==> config.mk <==
export PLATFORM = sky130hd
export DESIGN_NAME = pcm_convert_resample
export DESIGN_NICKNAME = d
export VERILOG_FILES = /design/src/hdl/pcr_pkg.sv /design/src/hdl/pcr_conv.sv /design/src/hdl/pcr_front.sv /design/src/hdl/pcr_fifo.sv /design/src/hdl/pcr_back.sv /design/src/hdl/pcm_convert_resample.sv
export SDC_FILE = /design/constraint.sdc
export NUM_CORES = 1
export LEC_CHECK = 0
export ABC_AREA = 1
export BUFFER_PORTS_ARGS = -buffer_cell sky130_fd_sc_hd__buf_2
export CORE_MARGIN = 8
export CORE_UTILIZATION = 35
export CTS_CLUSTER_DIAMETER = 40
export DETAILED_ROUTE_END_ITERATION = 10
export PLACE_DENSITY = 0.6
export SETUP_SLACK_MARGIN = 0.02
export SLEW_MARGIN = 20
export SYNTH_ARGS = -nofsm -noshare
export SYNTH_HDL_FRONTEND = slang
export SYNTH_SLANG_ARGS = --single-unit
==> constraint.sdc <==
create_clock -name clk -period 3.58 [get_ports clk]
set_input_delay 0.358 -clock clk [delete_from_list [all_inputs] [get_ports clk]]
set_output_delay 0.358 -clock clk [all_outputs]
set_load 0.01 [all_outputs]
==> src/hdl/pcr_pkg.sv <==
// ----------------------------------------------------------------------------
// pcr_pkg
// Shared types and constants of the PCM converter and resampler.
// ----------------------------------------------------------------------------
package pcr_pkg;

	// Register indexes of the configuration port
	localparam logic [7:0] REG_IS_FLOAT    = 8'd0;
	localparam logic [7:0] REG_SAMPLE_BITS = 8'd1;
	localparam logic [7:0] REG_STEREO      = 8'd2;
	localparam logic [7:0] REG_STEP        = 8'd3;

	// Register reset values
	localparam logic [6:0]  RST_SAMPLE_BITS = 7'd16;
	localparam logic [11:0] RST_STEP        = 12'd256;

	// Supported sample widths
	localparam logic [6:0] BITS_8  = 7'd8;
	localparam logic [6:0] BITS_16 = 7'd16;
	localparam logic [6:0] BITS_24 = 7'd24;
	localparam logic [6:0] BITS_32 = 7'd32;
	localparam logic [6:0] BITS_64 = 7'd64;

	// Resampler position: one source frame in 8.8, and the smallest step
	localparam logic [12:0] FRAME_ONE = 13'd256;
	localparam logic [11:0] MIN_STEP  = 12'd4;

	// Signed 16-bit limits
	localparam logic [15:0] S16_MAX = 16'h7FFF;
	localparam logic [15:0] S16_MIN = 16'h8000;

	// Conversion class of one word, fixed in the first converter stage
	typedef enum logic [1:0] {
		CLS_ZERO,
		CLS_PCM,
		CLS_SAT,
		CLS_FLT
	} pcr_cls_t;

	// Configuration registers
	typedef struct packed {
		logic        is_float;
		logic [6:0]  sample_bits;
		logic        stereo;
		logic [11:0] step;
	} pcr_cfg_t;

	// Converted frame as queued between front and back
	typedef struct packed {
		logic        eos;
		logic [15:0] right;
		logic [15:0] left;
	} pcr_item_t;

endpackage

==> src/hdl/pcr_conv.sv <==
// ----------------------------------------------------------------------------
// pcr_conv
// Two-stage converter of one raw sample word to signed 16 bits.
// ----------------------------------------------------------------------------
module pcr_conv (
	input  logic             clk,
	input  pcr_pkg::pcr_cfg_t cfg,
	input  logic [63:0]      word,
	output logic [15:0]      sample
);

	pcr_pkg::pcr_cls_t cls;
	logic              neg;
	logic [4:0]        shamt;
	logic [52:0]       mant;
	logic [15:0]       pcm;
	logic [67:0]       prod;

	pcr_pkg::pcr_cls_t cls_s2;
	logic              neg_s2;
	logic [4:0]        shamt_s2;
	logic [15:0]       val_s2;

	logic [15:0]       mag;

	// Classify the word and pick sign, shift and significand
	always_comb begin
		cls   = pcr_pkg::CLS_ZERO;
		neg   = 1'b0;
		shamt = 5'd0;
		mant  = '0;
		pcm   = '0;
		if (cfg.is_float) begin
			if (cfg.sample_bits == pcr_pkg::BITS_64) begin
				neg  = word[63];
				mant = {1'b1, word[51:0]};
				if (word[62:52] == 11'h7FF && word[51:0] != '0) begin
					cls = pcr_pkg::CLS_ZERO;
				end else if (word[62:52] == 11'd0) begin
					cls = pcr_pkg::CLS_ZERO;
				end else if (word[62:52] >= 11'd1024) begin
					cls = pcr_pkg::CLS_SAT;
				end else if (word[62:52] < 11'd1007) begin
					cls = pcr_pkg::CLS_ZERO;
				end else begin
					cls   = pcr_pkg::CLS_FLT;
					shamt = 5'(11'd1023 - word[62:52]);
				end
			end else if (cfg.sample_bits == pcr_pkg::BITS_32) begin
				neg  = word[31];
				mant = {1'b1, word[22:0], 29'd0};
				if (word[30:23] == 8'hFF && word[22:0] != '0) begin
					cls = pcr_pkg::CLS_ZERO;
				end else if (word[30:23] == 8'd0) begin
					cls = pcr_pkg::CLS_ZERO;
				end else if (word[30:23] >= 8'd128) begin
					cls = pcr_pkg::CLS_SAT;
				end else if (word[30:23] < 8'd111) begin
					cls = pcr_pkg::CLS_ZERO;
				end else begin
					cls   = pcr_pkg::CLS_FLT;
					shamt = 5'(8'd127 - word[30:23]);
				end
			end
		end else begin
			cls = pcr_pkg::CLS_PCM;
			case (cfg.sample_bits)
				pcr_pkg::BITS_8: begin
					pcm = {~word[7], word[6:0], 8'd0};
				end
				pcr_pkg::BITS_16: begin
					pcm = word[15:0];
				end
				pcr_pkg::BITS_24: begin
					pcm = word[23:8];
				end
				pcr_pkg::BITS_32: begin
					pcm = word[31:16];
				end
				default: begin
					cls = pcr_pkg::CLS_ZERO;
				end
			endcase
		end
	end

	// Scale by 32767 as a shift and subtract
	assign prod = {mant, 15'd0} - {15'd0, mant};

	// Register class, sign, shift and the PCM value or the integer part of the scaled significand
	always_ff @(posedge clk) begin
		cls_s2   <= cls;
		neg_s2   <= neg;
		shamt_s2 <= shamt;
		val_s2   <= (cls == pcr_pkg::CLS_PCM) ? pcm : prod[67:52];
	end

	// Align by the exponent, then saturate and apply the sign
	assign mag = val_s2 >> shamt_s2;

	always_comb begin
		case (cls_s2)
			pcr_pkg::CLS_PCM: begin
				sample = val_s2;
			end
			pcr_pkg::CLS_SAT: begin
				sample = neg_s2 ? pcr_pkg::S16_MIN : pcr_pkg::S16_MAX;
			end
			pcr_pkg::CLS_FLT: begin
				if (neg_s2) begin
					sample = mag[15] ? pcr_pkg::S16_MIN : (~mag + 16'd1);
				end else begin
					sample = mag[15] ? pcr_pkg::S16_MAX : mag;
				end
			end
			default: begin
				sample = '0;
			end
		endcase
	end

endmodule

==> src/hdl/pcr_front.sv <==
// ----------------------------------------------------------------------------
// pcr_front
// Input side: accepts source frames and converts both channels in two stages.
// ----------------------------------------------------------------------------
module pcr_front #(
	parameter int DEPTH = 4
) (
	input  logic                      clk,
	input  logic                      arst_n,
	input  pcr_pkg::pcr_cfg_t         cfg,
	input  logic                      in_valid,
	output logic                      in_ready,
	input  logic [63:0]               left_raw,
	input  logic [63:0]               right_raw,
	input  logic                      end_of_stream,
	input  logic [$clog2(DEPTH+1)-1:0] level,
	output logic                      push,
	output pcr_pkg::pcr_item_t        push_item
);

	localparam int LW = $clog2(DEPTH + 1);

	logic              v_s1;
	logic              v_s2;
	logic              eos_s1;
	logic              eos_s2;
	logic [63:0]       left_s1;
	logic [63:0]       right_s1;
	logic [LW:0]       claimed;
	logic [15:0]       left_cv;
	logic [15:0]       right_cv;
	logic              accept;

	// Count queue entries plus frames still in conversion
	assign claimed  = {1'b0, level} + (LW+1)'(v_s1) + (LW+1)'(v_s2);
	assign in_ready = (claimed < (LW+1)'(DEPTH));
	assign accept   = in_valid && in_ready;

	// Advance the valid bits of the conversion pipeline
	always_ff @(posedge clk or negedge arst_n) begin
		if (!arst_n) begin
			v_s1 <= 1'b0;
			v_s2 <= 1'b0;
		end else begin
			v_s1 <= accept;
			v_s2 <= v_s1;
		end
	end

	// Register the input payload every cycle; the valid bit marks an accepted one
	always_ff @(posedge clk) begin
		left_s1  <= left_raw;
		right_s1 <= right_raw;
		eos_s1   <= end_of_stream;
		eos_s2   <= eos_s1;
	end

	pcr_conv u_conv_left (
		.clk    (clk),
		.cfg    (cfg),
		.word   (left_s1),
		.sample (left_cv)
	);

	pcr_conv u_conv_right (
		.clk    (clk),
		.cfg    (cfg),
		.word   (right_s1),
		.sample (right_cv)
	);

	// Push the converted frame; mono drops the right channel
	assign push            = v_s2;
	assign push_item.left  = left_cv;
	assign push_item.right = cfg.stereo ? right_cv : 16'd0;
	assign push_item.eos   = eos_s2;

endmodule

==> src/hdl/pcr_fifo.sv <==
// ----------------------------------------------------------------------------
// pcr_fifo
// Short queue of converted frames between the front and the back.
// ----------------------------------------------------------------------------
module pcr_fifo #(
	parameter int DEPTH = 4
) (
	input  logic                       clk,
	input  logic                       arst_n,
	input  logic                       push,
	input  pcr_pkg::pcr_item_t         push_item,
	input  logic                       pop,
	output logic                       head_valid,
	output pcr_pkg::pcr_item_t         head_item,
	output logic [$clog2(DEPTH+1)-1:0] level
);

	localparam int AW = $clog2(DEPTH);
	localparam int LW = $clog2(DEPTH + 1);

	pcr_pkg::pcr_item_t entry_q [DEPTH];
	logic [AW-1:0]      wr_ptr_q;
	logic [AW-1:0]      rd_ptr_q;
	logic [LW-1:0]      count_q;
	logic               do_pop;

	assign do_pop     = pop && (count_q != '0);
	assign head_valid = (count_q != '0);
	assign head_item  = entry_q[rd_ptr_q];
	assign level      = count_q;

	// Store pushed frames
	always_ff @(posedge clk) begin
		if (push) begin
			entry_q[wr_ptr_q] <= push_item;
		end
	end

	// Advance pointers and occupancy
	always_ff @(posedge clk or negedge arst_n) begin
		if (!arst_n) begin
			wr_ptr_q <= '0;
			rd_ptr_q <= '0;
			count_q  <= '0;
		end else begin
			if (push) begin
				wr_ptr_q <= (wr_ptr_q == AW'(DEPTH - 1)) ? '0 : wr_ptr_q + AW'(1);
			end
			if (do_pop) begin
				rd_ptr_q <= (rd_ptr_q == AW'(DEPTH - 1)) ? '0 : rd_ptr_q + AW'(1);
			end
			if (push && !do_pop) begin
				count_q <= count_q + LW'(1);
			end else if (!push && do_pop) begin
				count_q <= count_q - LW'(1);
			end
		end
	end

endmodule

==> src/hdl/pcr_back.sv <==
// ----------------------------------------------------------------------------
// pcr_back
// Output side: repeats each queued frame by the 8.8 step accumulator.
// ----------------------------------------------------------------------------
module pcr_back (
	input  logic               clk,
	input  logic               arst_n,
	input  pcr_pkg::pcr_cfg_t  cfg,
	input  logic               head_valid,
	input  pcr_pkg::pcr_item_t head_item,
	output logic               pop,
	output logic               out_valid,
	input  logic               out_ready,
	output logic [15:0]        left_out,
	output logic [15:0]        right_out,
	output logic               run_last
);

	logic [12:0] pos_q;
	logic        out_valid_q;
	logic [15:0] left_q;
	logic [15:0] right_q;
	logic        last_q;

	logic [11:0] st;
	logic [12:0] nxt;
	logic        slot_free;
	logic        skip;
	logic        emit;
	logic        done;

	// Clamp the step and form the next position
	assign st        = (cfg.step < pcr_pkg::MIN_STEP) ? pcr_pkg::MIN_STEP : cfg.step;
	assign nxt       = pos_q + {1'b0, st};
	assign slot_free = !out_valid_q || out_ready;

	// A frame already passed emits nothing; otherwise emit one copy per cycle while the output slot is free
	assign skip = head_valid && (pos_q >= pcr_pkg::FRAME_ONE);
	assign emit = head_valid && (pos_q < pcr_pkg::FRAME_ONE) && slot_free;
	assign done = nxt >= pcr_pkg::FRAME_ONE;
	assign pop  = skip || (emit && done);

	// Track the position of the next output frame
	always_ff @(posedge clk or negedge arst_n) begin
		if (!arst_n) begin
			pos_q <= '0;
		end else if (skip) begin
			pos_q <= head_item.eos ? '0 : pos_q - pcr_pkg::FRAME_ONE;
		end else if (emit) begin
			if (done) begin
				pos_q <= head_item.eos ? '0 : nxt - pcr_pkg::FRAME_ONE;
			end else begin
				pos_q <= nxt;
			end
		end
	end

	// Hold the output transaction until taken
	always_ff @(posedge clk or negedge arst_n) begin
		if (!arst_n) begin
			out_valid_q <= 1'b0;
		end else if (slot_free) begin
			out_valid_q <= emit;
		end
	end

	always_ff @(posedge clk) begin
		if (emit) begin
			left_q  <= head_item.left;
			right_q <= head_item.right;
			last_q  <= done;
		end
	end

	assign out_valid = out_valid_q;
	assign left_out  = left_q;
	assign right_out = right_q;
	assign run_last  = last_q;

endmodule

==> src/hdl/pcm_convert_resample.sv <==
// First output frame passes the input, converter, queue and output registers after acceptance.
// Back end emits one output frame per cycle unless stalled; an input that yields none is skipped.
// Front end converts one input per cycle while the frame queue has room (DEPTH entries).
// Sustained rate is set by the back end, which pops a queued frame with its last output or skip.
// Reset clears the pipeline, queue, position and restores register defaults.
// ----------------------------------------------------------------------------
// pcm_convert_resample
// PCM/float to signed 16-bit converter with sample-and-hold (floor position) resampling.
// ----------------------------------------------------------------------------
module pcm_convert_resample #(
	parameter int DEPTH = 4
) (
	input  logic          clk,
	input  logic          arst_n,
	// Input stream
	input  logic          s_axis_tvalid,
	output logic          s_axis_tready,
	input  logic [127:0]  s_axis_tdata,  // [63:0] left_raw, [127:64] right_raw
	input  logic          s_axis_tlast,  // end_of_stream
	// Output stream
	output logic          m_axis_tvalid,
	input  logic          m_axis_tready,
	output logic [31:0]   m_axis_tdata,  // [15:0] left_out, [31:16] right_out
	output logic          m_axis_tlast,  // run_last
	// Configuration writes
	input  logic          cfg_valid,
	output logic          cfg_ready,
	input  logic [7:0]    cfg_index,
	input  logic [11:0]   cfg_data
);

	localparam int LW = $clog2(DEPTH + 1);

	pcr_pkg::pcr_cfg_t  cfg_q;
	logic               push;
	pcr_pkg::pcr_item_t push_item;
	logic               pop;
	logic               head_valid;
	pcr_pkg::pcr_item_t head_item;
	logic [LW-1:0]      level;
	logic [15:0]        left_out;
	logic [15:0]        right_out;

	// Configuration registers; writes to unknown indexes drop
	assign cfg_ready = 1'b1;

	always_ff @(posedge clk or negedge arst_n) begin
		if (!arst_n) begin
			cfg_q.is_float    <= 1'b0;
			cfg_q.sample_bits <= pcr_pkg::RST_SAMPLE_BITS;
			cfg_q.stereo      <= 1'b1;
			cfg_q.step        <= pcr_pkg::RST_STEP;
		end else if (cfg_valid) begin
			case (cfg_index)
				pcr_pkg::REG_IS_FLOAT: begin
					cfg_q.is_float <= cfg_data[0];
				end
				pcr_pkg::REG_SAMPLE_BITS: begin
					cfg_q.sample_bits <= cfg_data[6:0];
				end
				pcr_pkg::REG_STEREO: begin
					cfg_q.stereo <= cfg_data[0];
				end
				pcr_pkg::REG_STEP: begin
					cfg_q.step <= cfg_data;
				end
				default: begin
				end
			endcase
		end
	end

	pcr_front #(
		.DEPTH (DEPTH)
	) u_front (
		.clk           (clk),
		.arst_n        (arst_n),
		.cfg           (cfg_q),
		.in_valid      (s_axis_tvalid),
		.in_ready      (s_axis_tready),
		.left_raw      (s_axis_tdata[63:0]),
		.right_raw     (s_axis_tdata[127:64]),
		.end_of_stream (s_axis_tlast),
		.level         (level),
		.push          (push),
		.push_item     (push_item)
	);

	pcr_fifo #(
		.DEPTH (DEPTH)
	) u_fifo (
		.clk        (clk),
		.arst_n     (arst_n),
		.push       (push),
		.push_item  (push_item),
		.pop        (pop),
		.head_valid (head_valid),
		.head_item  (head_item),
		.level      (level)
	);

	pcr_back u_back (
		.clk        (clk),
		.arst_n     (arst_n),
		.cfg        (cfg_q),
		.head_valid (head_valid),
		.head_item  (head_item),
		.pop        (pop),
		.out_valid  (m_axis_tvalid),
		.out_ready  (m_axis_tready),
		.left_out   (left_out),
		.right_out  (right_out),
		.run_last   (m_axis_tlast)
	);

	assign m_axis_tdata = {right_out, left_out};

endmodule

# After elaboration in Yosys (flattened, before gate mapping)
# Memory sizes are Yosys's and may differ from the RTL's.
# Cells that the tools add are included.
[totals] register_bits=255 memories=1 inputBits=154 output_inout_bits=36 wordCells=201 mem_bits_rw=132
[mem_list] memory="u_fifo.entry_q" words=4 width=33 rd=1 rd_clocked_by_memory_dff=0 wr=1 line="pcr_fifo.sv:21" text="pcr_pkg::pcr_item_t entry_q [DEPTH];"
[op_classes] shifts=2 addsub=17 muxes=82 n_eq_ne=22 bitwise_logic=4 n_lt_le_gt_ge=13 n_reduce_logical=34
[ops] op="2-to-1 mux 53 bit" count=6
[ops] op="2-to-1 mux 16 bit" count=11
[ops] op="subtractor 68 x 53 -> 68 bit" count=2
[ops] op="one-hot mux 16 bit (4 select lines)" count=2
[ops] op="nonzero test 52 bit" count=2
[ops] op="2-to-1 mux 5 bit" count=20
[ops] op="one-hot mux 16 bit (3 select lines)" count=2
[ops] op="2-to-1 mux 13 bit" count=5
[ops] op="2-to-1 mux 2 bit" count=24
[ops] op="nonzero test 23 bit" count=2
[ops] op="adder 16 x 1 -> 16 bit, second input constant" count=2
[ops] op="inverter 16 bit" count=2
[ops] op="right shift 16 x 5 -> 16 bit" count=2
[ops] op="2-to-1 mux 15 bit" count=2
[ops] op=">= comparator 13 x 9 -> 1 bit, second input constant" count=2
[ops] op="subtractor 13 x 9 -> 13 bit, second input constant" count=2
[ops] op="logical NOT 8 bit" count=3
[ops] op="== test 11 bit, second input constant" count=2
[ops] op=">= comparator 11 bit, second input constant" count=2
[ops] op="logical NOT 11 bit" count=2
[ops] op="< comparator 11 x 10 -> 1 bit, second input constant" count=2
[ops] op="subtractor 5 bit, first input constant" count=4
[ops] op="== test 8 x 2 -> 1 bit, second input constant" count=2
[ops] op="== test 8 bit, second input constant" count=2
[ops] op="other kinds (29)" count=67

# Logic depth before layout (Yosys ltp)
[logic_depth] word_depth=10 mapped_depth=24 depth_no_buf=23

# Hierarchy
# A second synthesis with hierarchy kept.
[hier_totals] cells_unflattened=3711 hier_area_um2=25916.1
[by_module_without_submodules] module="pcr_conv (u_front.u_conv_right)" area_per_inst_um2=6926.6 instances=1 seq_area_each_um2=480.5 cells_per_inst=1359
[by_module_without_submodules] module="pcr_conv (u_front.u_conv_left)" area_per_inst_um2=6451.2 instances=1 seq_area_each_um2=480.5 cells_per_inst=1282
[by_module_without_submodules] module="pcr_fifo" area_per_inst_um2=5910.7 instances=1 seq_area_each_um2=4139.0 cells_per_inst=439
[by_module_without_submodules] module="pcr_front" area_per_inst_um2=2870.3 instances=1 seq_area_each_um2=2652.5 cells_per_inst=177
[by_module_without_submodules] module="pcr_back" area_per_inst_um2=2787.7 instances=1 seq_area_each_um2=1341.3 cells_per_inst=342
[by_module_without_submodules] module="pcm_convert_resample" area_per_inst_um2=969.7 instances=1 seq_area_each_um2=529.3 cells_per_inst=112

# Least setup slack after synthesis
# Ideal clock, no wire load.
[synth_path] kind="register to register" startpoint="reg cfg_q[8] (netlist bit)" endpoint="reg u_fifo.count_q[2] (netlist: u_fifo.level[2])" setup_time_ps=124 path_buffers=0 t_required_ps=3456 slack_ps=-41 stages_incl_launch_ff=20 arrival_time_ps=3496 cell_sequence="dfstp_2 -> nor4_1 -> and3_1 -> or2_2 -> ha_1 -> a21o_1 -> o21bai_1 -> nand3_1 -> nand3_1 -> xnor2_1 -> nand2_1 -> nor2_1 -> o21ai_0 -> inv_1 -> ha_1 -> inv_1 -> fa_1 -> a21oi_1 -> o21ai_0 -> xnor2_1"
[synth_via] elab_chain_cells=10
[synth_lines] element="start, declared" line="pcm_convert_resample.sv:34" text="pcr_pkg::pcr_cfg_t cfg_q;"
[synth_lines] element="< comparator 12 x 3 -> 1 bit" line="pcr_back.sv:33" text="assign st = (cfg.step < pcr_pkg::MIN_STEP) ? pcr_pkg::MIN_STEP : cfg.step;"
[synth_lines] element="2-to-1 mux 12 bit (*)" line="pcr_back.sv:33"
[synth_lines] element="adder 13 x 12 -> 13 bit (*)" line="pcr_back.sv:34" text="assign nxt = pos_q + {1'b0, st};"
[synth_lines] element=">= comparator 13 x 9 -> 1 bit (*)" line="pcr_back.sv:40" text="assign done = nxt >= pcr_pkg::FRAME_ONE;"
[synth_lines] element="logical AND 1 bit (*)" line="pcr_back.sv:41" text="assign pop = skip || (emit && done);"
[synth_lines] element="logical OR 1 bit (*)" line="pcr_back.sv:41"
[synth_lines] element="logical AND 1 bit (*)" line="pcr_fifo.sv:27" text="assign do_pop = pop && (count_q != '0);"
[synth_lines] element="logical NOT 1 bit" line="pcr_fifo.sv:52" text="if (push && !do_pop) begin"
[synth_lines] element="logical AND 1 bit" line="pcr_fifo.sv:52"
[synth_lines] element="2-to-1 mux 3 bit / nonzero test 2 bit (equally long branches)"
[synth_lines] element="end signal, assigned" line="pcr_fifo.sv:53" text="count_q <= count_q + LW'(1);"
[synth_lines] element="end signal, assigned" line="pcr_fifo.sv:55" text="count_q <= count_q - LW'(1);"
[synth_lines] element="end, declared" line="pcr_fifo.sv:24" text="logic [LW-1:0] count_q;"
# Every way passes the cells marked *; elsewhere a longest branch is shown, timed or not.
# A chain may end at the register's enable or synchronous reset.

# Worst setup path after layout
# Same ends and word-level chain as after synthesis.

==> metrics.md <==
| Metric | Value |
|---|---|
| Area delta synth->final | `28.4%` |
| Post-synthesis average cell area | `7.02 sq um` |
| Sequential standard cell area | `0.00963 sq mm` |
| RSZ-0062 raised after global routing | `true` |
| Final wirelength | `93900 microns` |
| CTS buffer count | `60` |
| Flops & latches, synth | `387` |
| Cell count after synthesis | `3506` |
| Synth top area share | `20.1%` |
| CP Buf/Inv Count | `4` |
| Initial Utilization | `35.2%` |
| Class of the worst hold path | `in -> reg` |
| Share of layout cells above drive strength 1 | `16.0%` |
| Worst hold margin | `36.3 ps` |
| Slowest CP cell | `dfstp_2` |
| Leakage | `15.7 nW` |
| Top_reg_cell synth | `dfxtp_1` |
| Post-route DRC violation count | `0` |
| Htree depth | `2` |
| Largest area contributor in the netlist | `edfxtp_1` |
| Antenna-violating nets left | `0` |
| First-pass GRT wire length | `141000 microns` |
| Setup Skew | `24.1 ps` |
| Clock-pin slew on the worst setup and hold paths | `60 ps` |
| Relative slew margins | `41.8%` |
| Synthesized net count | `3762` |
| Vias per cell | `5.18` |
| Delay-heaviest family, CP | `adder cells` |
| Kind of end point of the critical path | `register` |
| CTS max path bufs | `3` |
| Worst-Margin Slew | `870 ps` |
| Total global routing overflow | `0` |
| Nets | `4198` |
| Final hold vios | `0` |
| Synth warnings | `0` |
| Crit path required time | `4080 ps` |
| Top post-synthesis cells by area | `edfxtp_1 20%, dfxtp_1 14%, nand2_1 14%` |
| First-pass detailed-route iteration total | `6` |
| Vias in the first global route | `24200` |
| Die extent in x | `281 microns` |
| Filler instances | `7071` |
| Initial antenna violation count | `1` |
| Pwr Total | `16.4 mW` |
| Data arrival time of the worst path | `3980 ps` |
| GP Congestion | `0.991` |
| Worst-skew pair later-pin latency | `640 ps` |
| Pin count of the biggest net entering global routing | `74` |
| Period utilization | `97.3%` |
| Post-synth EDFFs | `165` |
| GR Util All Layers | `22.8%` |
| Setup crit start kind | `register` |
| DIE AREA | `0.0791 sq mm` |
| CTS tree | `yes` |
| Most common cell after layout, fill and taps aside | `nand2_1` |
| Max cap viols | `0` |
| Multi-input logic area | `0.0134 sq mm` |
| Final setup vio count | `0` |
| Clock Sinks | `387` |
| Crit Path Class | `reg -> reg` |
| Register area share after synthesis | `39.1%` |
| IO Pins | `190` |
| Clock root cell | `clkbuf_16` |
| Vias | `25600` |
| Placed Area | `0.0274 sq mm` |
| Synth cell types | `62` |
| Core box area | `0.0699 sq mm` |
| PortBufs | `188` |
| Ys async rst share | `11.4%` |
| Iter 0 DRT Violations | `2433` |
| Syn Std Cell Area | `0.0246 sq mm` |
| Fin. max-slew vios | `0` |
| CP peak stage delay | `550 ps` |
| Power Dens Cells | `518 mW/mm^2` |
| Cells along the critical path | `nor4_4 -> and3_4 -> nor2_4 -> ha_2 -> inv_2 -> fa_2 -> inv_2 -> nand3_1 -> nand2_2 -> nand3_1 -> nand3_1 -> xor2_1 -> nand2_1 -> nor2_4 -> o21ai_2 -> inv_1 -> ha_2 -> inv_2 -> fa_2 -> a21oi_2 -> o21ai_1 -> xnor2_1` |
| Commonest cells after routing, fill and taps aside | `922 x nand2_1, 434 x nor2_1, 419 x inv_1` |
| Finished Cell Area | `0.0316 sq mm` |
| Routed wire per std cell | `19.0 microns` |
| Minimum clock period | `3480 ps` |
| Maximum VDD drop | `0.000454 V` |
| Die Ht | `281 microns` |
| HPWL Detailed | `71900 microns` |
| Maximum clock frequency | `287 MHz` |
| Status | `finished, final reports clean` |
| Crit path max fanout | `3` |
| Site Rows | `97` |
## registers in the layout, indices dropped and copies added (netlist names), 2 cells and up
signal,count
u_front.u_conv_right.shamt_s2,5
u_front.u_conv_right.cls_s2,2
u_back.pos_q,13
u_fifo.level,3
u_front.u_conv_left.shamt_s2,5
cfg_q,21
u_front.u_conv_left.cls_s2,2
u_front.u_conv_right.val_s2,16
u_back.left_out,16
u_fifo.entry_q,132
u_front.left_s1,64
u_front.u_conv_left.val_s2,16
u_front.right_s1,64
u_back.right_out,16
u_fifo.wr_ptr_q,2
u_fifo.rd_ptr_q,2
## routing by layer
layer	up-vias	wire length, microns	track usage [%]
met1	11700	40700	30.5
met2	1137	40500	35.2
met5	-	0	0
met3	208	8700	5.54
met4	0	4010	8.67
li1	12500	-	-
## through the flow
step / std cells / setup TNS (ps) / worst slack (ps) / util (%)
final: 4936 / 0 / 97.1 / 45.2
after global routing: 4935 / -369 / -75.1 / 45.2
after CTS: 4925 / 0 / 33.3 / 44.3
after detailed placement: 4672 / -52.0 / -52.0 / 39.2
after global placement: 4672 / -87.0 / -87.0 / 39.2
after floorplan: 3506 / 0 / 45.1 / -
## cell families after synthesis
family,count (synthesis),share of synthesized area [%]
other,1,0.0152
AND/OR/NAND/NOR,1858,31.8
multiplexers,5,0.229
adder cells (fa/ha/maj),102,5.24
XOR/XNOR,19,0.676
AO/OA/AOI/OAI,584,14.0
flip-flops,387,39.1
buffers and inverters,550,8.91
## worst reg2reg max path, delay by kind of cell (launching register included)
| family | cells | cell delay [ps] |
|---|---|---|
| flip-flops | 1 | 550 |
| buffers and inverters | 4 | 250 |
| XOR/XNOR | 2 | 320 |
| AO/OA/AOI/OAI | 3 | 270 |
| adder cells (fa/ha/maj) | 4 | 1080 |
| AND/OR/NAND/NOR | 9 | 890 |
## final cells by class
| cell class | instances | share of cell area [%] |
|---|---|---|
| sequential | 387 | 30.5 |
| clock inverter | 44 | 1.56 |
| timing repair buffer | 485 | 11.6 |
| antenna | 2 | 0.0158 |
| inverter | 439 | 5.23 |
| tap | 940 | 3.72 |
| multi-input combinational | 2569 | 42.3 |
| clock buffer | 70 | 5.13 |
## final timing paths
| kind | startpoint | end | slack, ps | cells past startpoint |
|---|---|---|---|---|
| max | cfg_q[8]$_DFFE_PN1P_ | u_fifo.level[2]$_DFFE_PN0P_ | 100 | 22 |
| min reg2reg | u_front.eos_s1$_DFF_P_ | u_front.eos_s2$_DFF_P_ | 360 | 0 |
| max in group asynchronous | arst_n | cfg_q[20]$_DFFE_PN0P_ | 2860 | 2 |
| max reg2reg | cfg_q[8]$_DFFE_PN1P_ | u_fifo.level[2]$_DFFE_PN0P_ | 100 | 22 |
| min in group asynchronous | arst_n | cfg_q[1]$_DFFE_PN0P_ | 280 | 2 |
| min | cfg_data[1] | cfg_q[1]$_DFFE_PN0P_ | 40 | 3 |
## power by group
group / switching [mW] / total, mW / internal, mW
Sequential: 0.410 / 5.82 / 5.41
Combinational: 2.96 / 4.60 / 1.64
Clock: 2.43 / 5.95 / 3.53
## synthesized netlist by cell type (7+ instances only)
cell type	n
a21boi_0	9
a21o_1	17
a21oi_1	129
a221oi_1	12
a31oi_1	24
buf_2	21
buf_4	7
buf_6	10
clkbuf_1	69
dfrtp_1	41
dfxtp_1	178
edfxtp_1	165
ha_1	100
inv_1	427
inv_2	7
nand2_1	936
nand2_2	8
nand3_1	246
nand3b_1	8
nand4_1	50
nor2_1	468
nor2_2	10
nor3_1	54
nor4_1	39
o2111ai_1	12
o211ai_1	37
o21a_1	14
o21ai_0	222
o21ai_1	17
o21bai_1	20
o22ai_1	47
or2_2	8
xnor2_1	9
xor2_1	10
## repair_timing
item / CTS / global route
pin swaps: 4 / 17
hold buffers: 138 / 0
gates cloned: 0 / 2
gates resized for setup: 6 / 143
endpoints found under the setup margin: 1 / 34
setup buffers: 1 / 7
endpoints found under the hold margin: 178 / 0
(Power assumes the default switching activity.)
